<file path="src/rsncl_pkg.sv">
package rsncl_pkg;

  localparam int unsigned     MAX_HASHES = 255;
  localparam longint unsigned MAX_DEPTH  = 65535;

  localparam int CpW = 21;

  localparam logic [CpW-1:0] CP_EOF   = 21'h000000;
  localparam logic [CpW-1:0] CP_LF    = 21'h00000A;
  localparam logic [CpW-1:0] CP_FF    = 21'h00000C;
  localparam logic [CpW-1:0] CP_CR    = 21'h00000D;
  localparam logic [CpW-1:0] CP_NEL   = 21'h000085;
  localparam logic [CpW-1:0] CP_LS    = 21'h002028;
  localparam logic [CpW-1:0] CP_PS    = 21'h002029;
  localparam logic [CpW-1:0] CP_HASH  = 21'h000023;
  localparam logic [CpW-1:0] CP_QUOTE = 21'h000022;
  localparam logic [CpW-1:0] CP_STAR  = 21'h00002A;
  localparam logic [CpW-1:0] CP_SLASH = 21'h00002F;

  localparam int MaskEnd     = 0;
  localparam int MaskComment = 1;
  localparam int MaskRaw     = 2;

  typedef enum logic [3:0] {
    M_IDLE        = 4'd0,
    M_C_OPEN      = 4'd1,
    M_C_BODY      = 4'd2,
    M_C_SLASH     = 4'd3,
    M_R_HASH      = 4'd4,
    M_R_Q1        = 4'd5,
    M_R_Q2        = 4'd6,
    M_R_EMPTY     = 4'd7,
    M_R_ML_NL     = 4'd8,
    M_R_SL        = 4'd9,
    M_R_SL_CLOSE  = 4'd10,
    M_R_ML        = 4'd11,
    M_R_ML_QUOTES = 4'd12,
    M_R_ML_CLOSE  = 4'd13
  } scan_mode_e;

  typedef enum logic [1:0] {
    ST_CONT   = 2'd0,
    ST_ACCEPT = 2'd1,
    ST_REJECT = 2'd2
  } status_e;

  typedef enum logic [1:0] {
    TK_END     = 2'd0,
    TK_COMMENT = 2'd1,
    TK_RAW     = 2'd2
  } token_kind_e;

  typedef struct packed {
    scan_mode_e mode;
    logic [1:0] quote_run;
    logic       star_seen;
  } scan_ctl_t;

  typedef struct packed {
    status_e     status;
    token_kind_e kind;
  } scan_res_t;

  function automatic logic is_nl(logic [CpW-1:0] c);
    return (c == CP_CR) || (c == CP_LF) || (c == CP_NEL) || (c == CP_FF) ||
           (c == CP_LS) || (c == CP_PS);
  endfunction

endpackage

</file>
<file path="src/rsncl_step.sv">
module rsncl_step import rsncl_pkg::*; #(
  parameter int unsigned     MaxHashes = MAX_HASHES,
  parameter longint unsigned MaxDepth  = MAX_DEPTH,
  parameter int              HashW     = $clog2(MaxHashes + 1),
  parameter int              DepthW    = $clog2(64'(MaxDepth) + 64'd1)
) (
  input  logic [CpW-1:0]    code_point_i,
  input  logic              start_req_i,
  input  logic [2:0]        allowed_tokens_i,
  input  scan_ctl_t         ctl_i,
  input  logic [HashW-1:0]  open_hashes_i,
  input  logic [HashW-1:0]  matched_hashes_i,
  input  logic [DepthW-1:0] depth_i,
  output scan_ctl_t         ctl_o,
  output logic [HashW-1:0]  open_hashes_o,
  output logic [HashW-1:0]  matched_hashes_o,
  output logic [DepthW-1:0] depth_o,
  output scan_res_t         res_o
);

  logic [CpW-1:0]    c;
  scan_ctl_t         ctl;
  logic [HashW-1:0]  openh;
  logic [HashW-1:0]  matched;
  logic [DepthW-1:0] depth;
  scan_res_t         res;
  logic              hit_close;

  assign c = code_point_i;

  always_comb begin
    ctl       = ctl_i;
    openh     = open_hashes_i;
    matched   = matched_hashes_i;
    depth     = depth_i;
    res       = '{status: ST_CONT, kind: TK_END};
    hit_close = (matched_hashes_i + HashW'(1)) >= open_hashes_i;

    if (start_req_i) begin
      if (c == CP_EOF && allowed_tokens_i[MaskEnd]) begin
        res = '{status: ST_ACCEPT, kind: TK_END};
      end else if (allowed_tokens_i[MaskRaw] && c == CP_HASH) begin
        openh    = HashW'(1);
        ctl.mode = M_R_HASH;
      end else if (allowed_tokens_i[MaskComment] && c == CP_SLASH) begin
        ctl.mode = M_C_OPEN;
      end else begin
        res.status = ST_REJECT;
      end
    end else begin
      unique case (ctl_i.mode)
        M_C_OPEN: begin
          if (c != CP_STAR) begin
            res.status = ST_REJECT;
          end else begin
            depth         = DepthW'(1);
            ctl.star_seen = 1'b0;
            ctl.mode      = M_C_BODY;
          end
        end
        M_C_BODY: begin
          if (c == CP_EOF) begin
            res.status = ST_REJECT;
          end else if (c == CP_STAR) begin
            ctl.star_seen = 1'b1;
          end else if (c == CP_SLASH) begin
            if (ctl_i.star_seen) begin
              ctl.star_seen = 1'b0;
              depth         = depth_i - DepthW'(1);
              if (depth_i == DepthW'(1)) begin
                res = '{status: ST_ACCEPT, kind: TK_COMMENT};
              end
            end else begin
              ctl.mode = M_C_SLASH;
            end
          end else begin
            ctl.star_seen = 1'b0;
          end
        end
        M_C_SLASH: begin
          if (c == CP_STAR) begin
            if (depth_i >= DepthW'(MaxDepth)) begin
              res.status = ST_REJECT;
            end else begin
              depth         = depth_i + DepthW'(1);
              ctl.star_seen = 1'b0;
              ctl.mode      = M_C_BODY;
            end
          end else if (c == CP_EOF) begin
            res.status = ST_REJECT;
          end else if (c == CP_SLASH) begin
            ctl.mode = M_C_SLASH;
          end else begin
            ctl.star_seen = 1'b0;
            ctl.mode      = M_C_BODY;
          end
        end
        M_R_HASH: begin
          if (c == CP_HASH) begin
            if (open_hashes_i >= HashW'(MaxHashes)) begin
              res.status = ST_REJECT;
            end else begin
              openh = open_hashes_i + HashW'(1);
            end
          end else if (c == CP_QUOTE) begin
            ctl.mode = M_R_Q1;
          end else begin
            res.status = ST_REJECT;
          end
        end
        M_R_Q1: begin
          if (c == CP_QUOTE) begin
            ctl.mode = M_R_Q2;
          end else if (c == CP_EOF || is_nl(c)) begin
            res.status = ST_REJECT;
          end else begin
            ctl.mode = M_R_SL;
          end
        end
        M_R_Q2: begin
          if (c == CP_QUOTE) begin
            ctl.mode = M_R_ML_NL;
          end else if (c == CP_HASH) begin
            matched  = HashW'(1);
            ctl.mode = M_R_EMPTY;
            if (HashW'(1) >= open_hashes_i) begin
              res = '{status: ST_ACCEPT, kind: TK_RAW};
            end
          end else begin
            res.status = ST_REJECT;
          end
        end
        M_R_EMPTY: begin
          if (c == CP_HASH) begin
            matched = matched_hashes_i + HashW'(1);
            if (hit_close) begin
              res = '{status: ST_ACCEPT, kind: TK_RAW};
            end
          end else begin
            res.status = ST_REJECT;
          end
        end
        M_R_SL_CLOSE: begin
          if (c == CP_HASH) begin
            matched = matched_hashes_i + HashW'(1);
            if (hit_close) begin
              res = '{status: ST_ACCEPT, kind: TK_RAW};
            end
          end else if (c == CP_EOF || is_nl(c)) begin
            res.status = ST_REJECT;
          end else if (c == CP_QUOTE) begin
            matched  = '0;
            ctl.mode = M_R_SL_CLOSE;
          end else begin
            ctl.mode = M_R_SL;
          end
        end
        M_R_ML_CLOSE: begin
          if (c == CP_HASH) begin
            matched = matched_hashes_i + HashW'(1);
            if (hit_close) begin
              res = '{status: ST_ACCEPT, kind: TK_RAW};
            end
          end else if (c == CP_EOF) begin
            res.status = ST_REJECT;
          end else if (c == CP_QUOTE) begin
            ctl.quote_run = 2'd1;
            ctl.mode      = M_R_ML_QUOTES;
          end else begin
            ctl.mode = M_R_ML;
          end
        end
        M_R_ML_NL: begin
          if (!is_nl(c)) begin
            res.status = ST_REJECT;
          end else begin
            ctl.mode = M_R_ML;
          end
        end
        M_R_SL: begin
          if (c == CP_EOF || is_nl(c)) begin
            res.status = ST_REJECT;
          end else if (c == CP_QUOTE) begin
            matched  = '0;
            ctl.mode = M_R_SL_CLOSE;
          end
        end
        M_R_ML: begin
          if (c == CP_EOF) begin
            res.status = ST_REJECT;
          end else if (c == CP_QUOTE) begin
            ctl.quote_run = 2'd1;
            ctl.mode      = M_R_ML_QUOTES;
          end
        end
        M_R_ML_QUOTES: begin
          if (c == CP_QUOTE) begin
            if (ctl_i.quote_run >= 2'd2) begin
              ctl.quote_run = 2'd0;
              matched       = '0;
              ctl.mode      = M_R_ML_CLOSE;
            end else begin
              ctl.quote_run = ctl_i.quote_run + 2'd1;
            end
          end else if (c == CP_EOF) begin
            res.status = ST_REJECT;
          end else begin
            ctl.quote_run = 2'd0;
            ctl.mode      = M_R_ML;
          end
        end
        default: begin
          res.status = ST_REJECT;
        end
      endcase
    end

    // scan ends on accept or reject
    if (res.status != ST_CONT) begin
      ctl     = '{mode: M_IDLE, quote_run: 2'd0, star_seen: 1'b0};
      openh   = '0;
      matched = '0;
      depth   = '0;
    end
  end

  assign ctl_o            = ctl;
  assign open_hashes_o    = openh;
  assign matched_hashes_o = matched;
  assign depth_o          = depth;
  assign res_o            = res;

endmodule

</file>
<file path="src/raw_string_nested_comment_lexer.sv">
// Path: each code point passes through the input register and then the result register,
// which loads when no stalled result occupies it.
// Throughput: one code point per cycle unless out_stall_i holds a result; the scan state
// updates in a single combinational step between the input register and the result register.
// Reset: asynchronous, active low; clears both valid flags and returns the
// scan to idle with all counters at zero.
module raw_string_nested_comment_lexer import rsncl_pkg::*; #(
  parameter int unsigned     MaxHashes = MAX_HASHES,
  parameter longint unsigned MaxDepth  = MAX_DEPTH
) (
  input  logic           clk_i,
  input  logic           rst_ni,
  input  logic           in_valid_i,
  output logic           in_stall_o,
  input  logic [CpW-1:0] code_point_i,
  input  logic           start_req_i,
  input  logic [2:0]     allowed_tokens_i,
  output logic           out_valid_o,
  input  logic           out_stall_i,
  output logic [1:0]     status_o,
  output logic [1:0]     token_kind_o
);

  localparam int HashW  = $clog2(MaxHashes + 1);
  localparam int DepthW = $clog2(64'(MaxDepth) + 64'd1);

  logic              in_valid_q;
  logic [CpW-1:0]    cp_q;
  logic              start_q;
  logic [2:0]        mask_q;

  scan_ctl_t         ctl_q, ctl_d;
  logic [HashW-1:0]  open_q, open_d;
  logic [HashW-1:0]  matched_q, matched_d;
  logic [DepthW-1:0] depth_q, depth_d;

  logic              out_valid_q;
  scan_res_t         res_q, res_d;

  logic              fire;
  logic              load;

  assign fire       = in_valid_q && (!out_valid_q || !out_stall_i);
  assign load       = !in_valid_q || fire;
  assign in_stall_o = !load;

  always_ff @(posedge clk_i or negedge rst_ni) begin
    if (!rst_ni) begin
      in_valid_q <= 1'b0;
    end else if (load) begin
      in_valid_q <= in_valid_i;
    end
  end

  always_ff @(posedge clk_i) begin
    if (load && in_valid_i) begin
      cp_q    <= code_point_i;
      start_q <= start_req_i;
      mask_q  <= allowed_tokens_i;
    end
  end

  rsncl_step #(
    .MaxHashes (MaxHashes),
    .MaxDepth  (MaxDepth),
    .HashW     (HashW),
    .DepthW    (DepthW)
  ) u_step (
    .code_point_i     (cp_q),
    .start_req_i      (start_q),
    .allowed_tokens_i (mask_q),
    .ctl_i            (ctl_q),
    .open_hashes_i    (open_q),
    .matched_hashes_i (matched_q),
    .depth_i          (depth_q),
    .ctl_o            (ctl_d),
    .open_hashes_o    (open_d),
    .matched_hashes_o (matched_d),
    .depth_o          (depth_d),
    .res_o            (res_d)
  );

  always_ff @(posedge clk_i or negedge rst_ni) begin
    if (!rst_ni) begin
      ctl_q     <= '{mode: M_IDLE, quote_run: 2'd0, star_seen: 1'b0};
      open_q    <= '0;
      matched_q <= '0;
      depth_q   <= '0;
    end else if (fire) begin
      ctl_q     <= ctl_d;
      open_q    <= open_d;
      matched_q <= matched_d;
      depth_q   <= depth_d;
    end
  end

  always_ff @(posedge clk_i or negedge rst_ni) begin
    if (!rst_ni) begin
      out_valid_q <= 1'b0;
    end else if (fire) begin
      out_valid_q <= 1'b1;
    end else if (!out_stall_i) begin
      out_valid_q <= 1'b0;
    end
  end

  always_ff @(posedge clk_i) begin
    if (fire) begin
      res_q <= res_d;
    end
  end

  assign out_valid_o  = out_valid_q;
  assign status_o     = res_q.status;
  assign token_kind_o = res_q.kind;

endmodule
</file>
<file path="config.mk">
export PLATFORM = sky130hd
export DESIGN_NAME = raw_string_nested_comment_lexer
export DESIGN_NICKNAME = d
export VERILOG_FILES = /design/src/rsncl_pkg.sv /design/src/rsncl_step.sv /design/src/raw_string_nested_comment_lexer.sv
export SDC_FILE = /design/constraint.sdc
export NUM_CORES = 1
export LEC_CHECK = 0
export BUFFER_PORTS_ARGS = -buffer_cell sky130_fd_sc_hd__buf_2
export CORE_ASPECT_RATIO = 2
export CORE_MARGIN = 4
export CORE_UTILIZATION = 45
export DETAILED_ROUTE_END_ITERATION = 16
export GPL_ROUTABILITY_DRIVEN = 0
export GPL_TIMING_DRIVEN = 1
export REMOVE_ABC_BUFFERS = 1
export SYNTH_ARGS = -nofsm -noshare
export SYNTH_HDL_FRONTEND = slang
export SYNTH_SLANG_ARGS = --single-unit
</file>
<file path="constraint.sdc">
create_clock -name clk_i -period 3.6 [get_ports clk_i]
set_input_delay 0.72 -clock clk_i [delete_from_list [all_inputs] [get_ports clk_i]]
set_output_delay 0.72 -clock clk_i [all_outputs]
set_load 0.05 [all_outputs]
</file>
==> impl_metrics.csv <==
group,metric,value,unit
grt,antenna_found_initial,0,
routing,ant_nets,0,
synth,yosysSeqAreaShare,37.8,%
power_and_ir_drop,irDropWorstVdd,0.000314,V
layout,finalNetCount,662,
cts,root_buffer,"clkbuf_16",
placed_design,hpwl,11800,µm
routing,dr_wl_met2,8530,µm
timing,slew_viol_final,0,
synth,yosysTopAreaCell,"dfrtp_1",
synth,yosys_most_used_dff,"dfrtp_1",
cts,postCtsHoldBufs,0,
layout,diodes,0,
synth,synth.distinct_cells,86,
grt,grt_pass1_wl,25300,µm
critical_path,end_kind,"register",
timing,hold_viol_final,0,
critical_path,cp_cell_sequence,"or3b_1, o32a_1, a221oi_2, o21bai_1, nor4_4, a21oi_4, or2_1, buf_4, o21ai_1, mux2_2",
placed_design,dp_cells,749,
placed_design,portBuffers,34,
synth,synth_top_cells_by_count,"nand2_1, nor2_1, dfrtp_1, nand3_1, a21oi_1",
placed_design,place_ws,164,ps
timing,final-setup-viol-count,0,
layout,final_cell_count_no_fill,765,
critical_path,critPathMaxStageDelay,480,ps
power_and_ir_drop,p_sw,1210,µW
cts,clock-sinks,70,
floorplanning,core,0.0109,mm²
cts,htreeDepth,3,
routing,dr.max_layer_used,"met4",
synth,synth.most_common_cell,"nand2_1",
timing,skew,8.52,ps
synth,syn_inst,567,
synth,synth-seq-cells,70,
power_and_ir_drop,pwr-share-clk,26.7,%
timing,grt_setup_unrepaired,"false",
floorplanning,dieWidth,82.7,µm
synth,synthTopCellsByArea,"dfrtp_1, edfxtp_1, nand2_1",
critical_path,startpoint_type,"register",
cts,cts_tree,"yes",
critical_path,critical_path.max_fanout,8,
cts,clkTransAtPathRegs,60,ps
synth,netlist.area_leader.share,20.4,%
power_and_ir_drop,p_leak,0.00231,µW
timing,period_share,96.5,%
floorplanning,die_area,0.0130,mm²
critical_path,worst_path_max_delay_cell,"edfxtp_1",
layout,finalInstanceArea,0.00581,mm²
routing,dr.pass1.iters,5,
layout,n_fill_cell,1046,
routing,vias_per_cell,6.49,
routing,wl_met1,5310,µm
power_and_ir_drop,seqPwrFrac,34.7,%
outcome,status,"finished, final reports clean",
placed_design,place_area,0.00554,mm²
routing,drc_errors,0,
timing,fin_ws,125,ps
power_and_ir_drop,total_power,3030,µW
routing,wl,15800,µm
layout,area_growth,15.7,%
floorplanning,start_util,45.9,%
routing,vias,4967,
floorplanning,placement_rows,54,
floorplanning,ios,35,
power_and_ir_drop,netSwitchingFraction,39.9,%
synth,ys.warnings.count,0,
synth,synth-edff-count,29,
grt,grt_usage,26.0,%
routing,wire_per_inst,20.6,µm
timing,setup_tns,0,ps
layout,drive_gt1_share,19.7,%
timing,fmax,288,MHz
critical_path,critPathArrivalTime,3700,ps
floorplanning,die_height,157,µm
power_and_ir_drop,pwr_density_cell,522,mW/mm²
grt,grt_pass1_vias,5015,
critical_path,critical_path.top_delay_family,"compound AO/OA/AOI/OAI gates",
power_and_ir_drop,comb_power_share,38.6,%
timing,relSlewSlack,33.1,%
timing,period_minus_slack,3480,ps
grt,grt-ovfl-total,0,
power_and_ir_drop,p_int,1820,µW
cts,cts_made_buffers,9,
timing,max_slew.worst_pin.slew,1000,ps
routing,drt_iter0_drc,367,
critical_path,cp.required,3820,ps
cts,clockBufferDepth,2,
synth,async_flop_share,58.6,%
synth,syn_area,0.00502,mm²
critical_path,crit_type,"reg -> reg",
cts,worstSkewPairLatency,340,ps
critical_path,cp_num_buf_inv,1,
job,maxCapViolations,0,
synth,syn_avg_cell_area,8.85,µm²
grt,grt_max_degree,42,
hold_path,hold_path.class,"reg -> reg",
routing,met3WireLength,766,µm
-- worst register-to-register path: cells and delay by family (launching register included) --
family / cells / cell delay [ps]
AO/OA/AOI/OAI: 5 / 1250
buffers and inverters: 1 / 150
flip-flops: 1 / 480
multiplexers: 1 / 360
AND/OR/NAND/NOR: 3 / 1110
-- registers in the layout (all words and copies together) (netlist names) --
register / count
mask_q: 3
depth_q: 16
status_o: 2
in_valid_q: 1
start_q: 1
open_q: 8
token_kind_o: 2
cp_q: 21
out_valid_o: 1
matched_q: 8
ctl_q: 7
-- timing repair --
item	CTS	global route
buffers inserted	0	0
setup endpoints to repair	0	2
hold endpoints to repair	0	0
gates resized for setup	0	1
-- layout by cell type, fill, tap and decap left out, drive strengths merged, types with 4 or more instances in the layout --
cell type and instances:
buf 72, nand2 49, nor2 48, dfrtp 41, o21ai 35, nand3 34, a21oi 33, edfxtp 29
nor3 24, inv 21, nand4 13, ha 13, nor4 13, and3 11, nand2b 10, clkbuf 10
o22ai 9, or2 9, a21o 8, a31oi 8, o31ai 8, a211oi 7, a32o 7, o211ai 7
mux2 7, nor2b 6, clkinv 6, and2 5, or4 5, or3 5, xor2 4, xnor2 4
a22o 4, o221ai 4, a221o 4, o32ai 4
-- metal layers --
layer	GRT usage, %	vias to the layer above
met5	0	-
met4	17.8	0
met3	5.04	80
met2	46.7	222
met1	25.7	2381
li1	-	2284
-- stage by stage --
step | hold slack [ps] | util, %
final | 498 | 53.1
after global routing | 517 | 53.1
after CTS | 498 | 53.0
after detailed placement | 481 | 50.6
after global placement | 470 | 50.6
after floorplan | 424 | -
-- power groups by stage --
stage | Combinational (µW) | Clock (µW) | Sequential [µW]
finish | 1170 | 810 | 1050
global route | 1290 | 861 | 1070
CTS | 1150 | 826 | 1050
detailed placement | 1140 | 0 | 1070
global placement | 1130 | 0 | 1060
floorplan | 730 | 0 | 1080
-- cell families after synthesis --
family / after synthesis / share of synthesized area [%]
buffers and inverters: 52 / 4.14
XOR/XNOR: 8 / 1.40
multiplexers: 9 / 1.97
adder cells (fa/ha/maj): 14 / 3.44
AND/OR/NAND/NOR: 249 / 27.1
flip-flops: 70 / 37.8
AO/OA/AOI/OAI: 165 / 24.2
-- cell type report --
class	count	area [µm²]	area share (%)
Multi-Input combinational cell	445	2910	50.2
Sequential cell	70	1900	32.7
Timing Repair Buffer	72	468	8.06
Clock buffer	10	229	3.94
Tap cell	140	175	3.02
Inverter	22	82.6	1.42
Clock inverter	6	40.0	0.690
-- final timing paths --
check	from	to	slack (ps)	cells after the start
min in group asynchronous	rst_ni	open_q[3]	520	1
max in group asynchronous	rst_ni	matched_q[0]	2440	1
worst min-delay path	in_valid_q	out_valid_o	500	1
worst max register to register	cp_q[0]	matched_q[0]	120	10
worst min register to register	in_valid_q	out_valid_o	500	1
worst max-delay path	cp_q[0]	matched_q[0]	120	10
(Power assumes the default switching activity.)
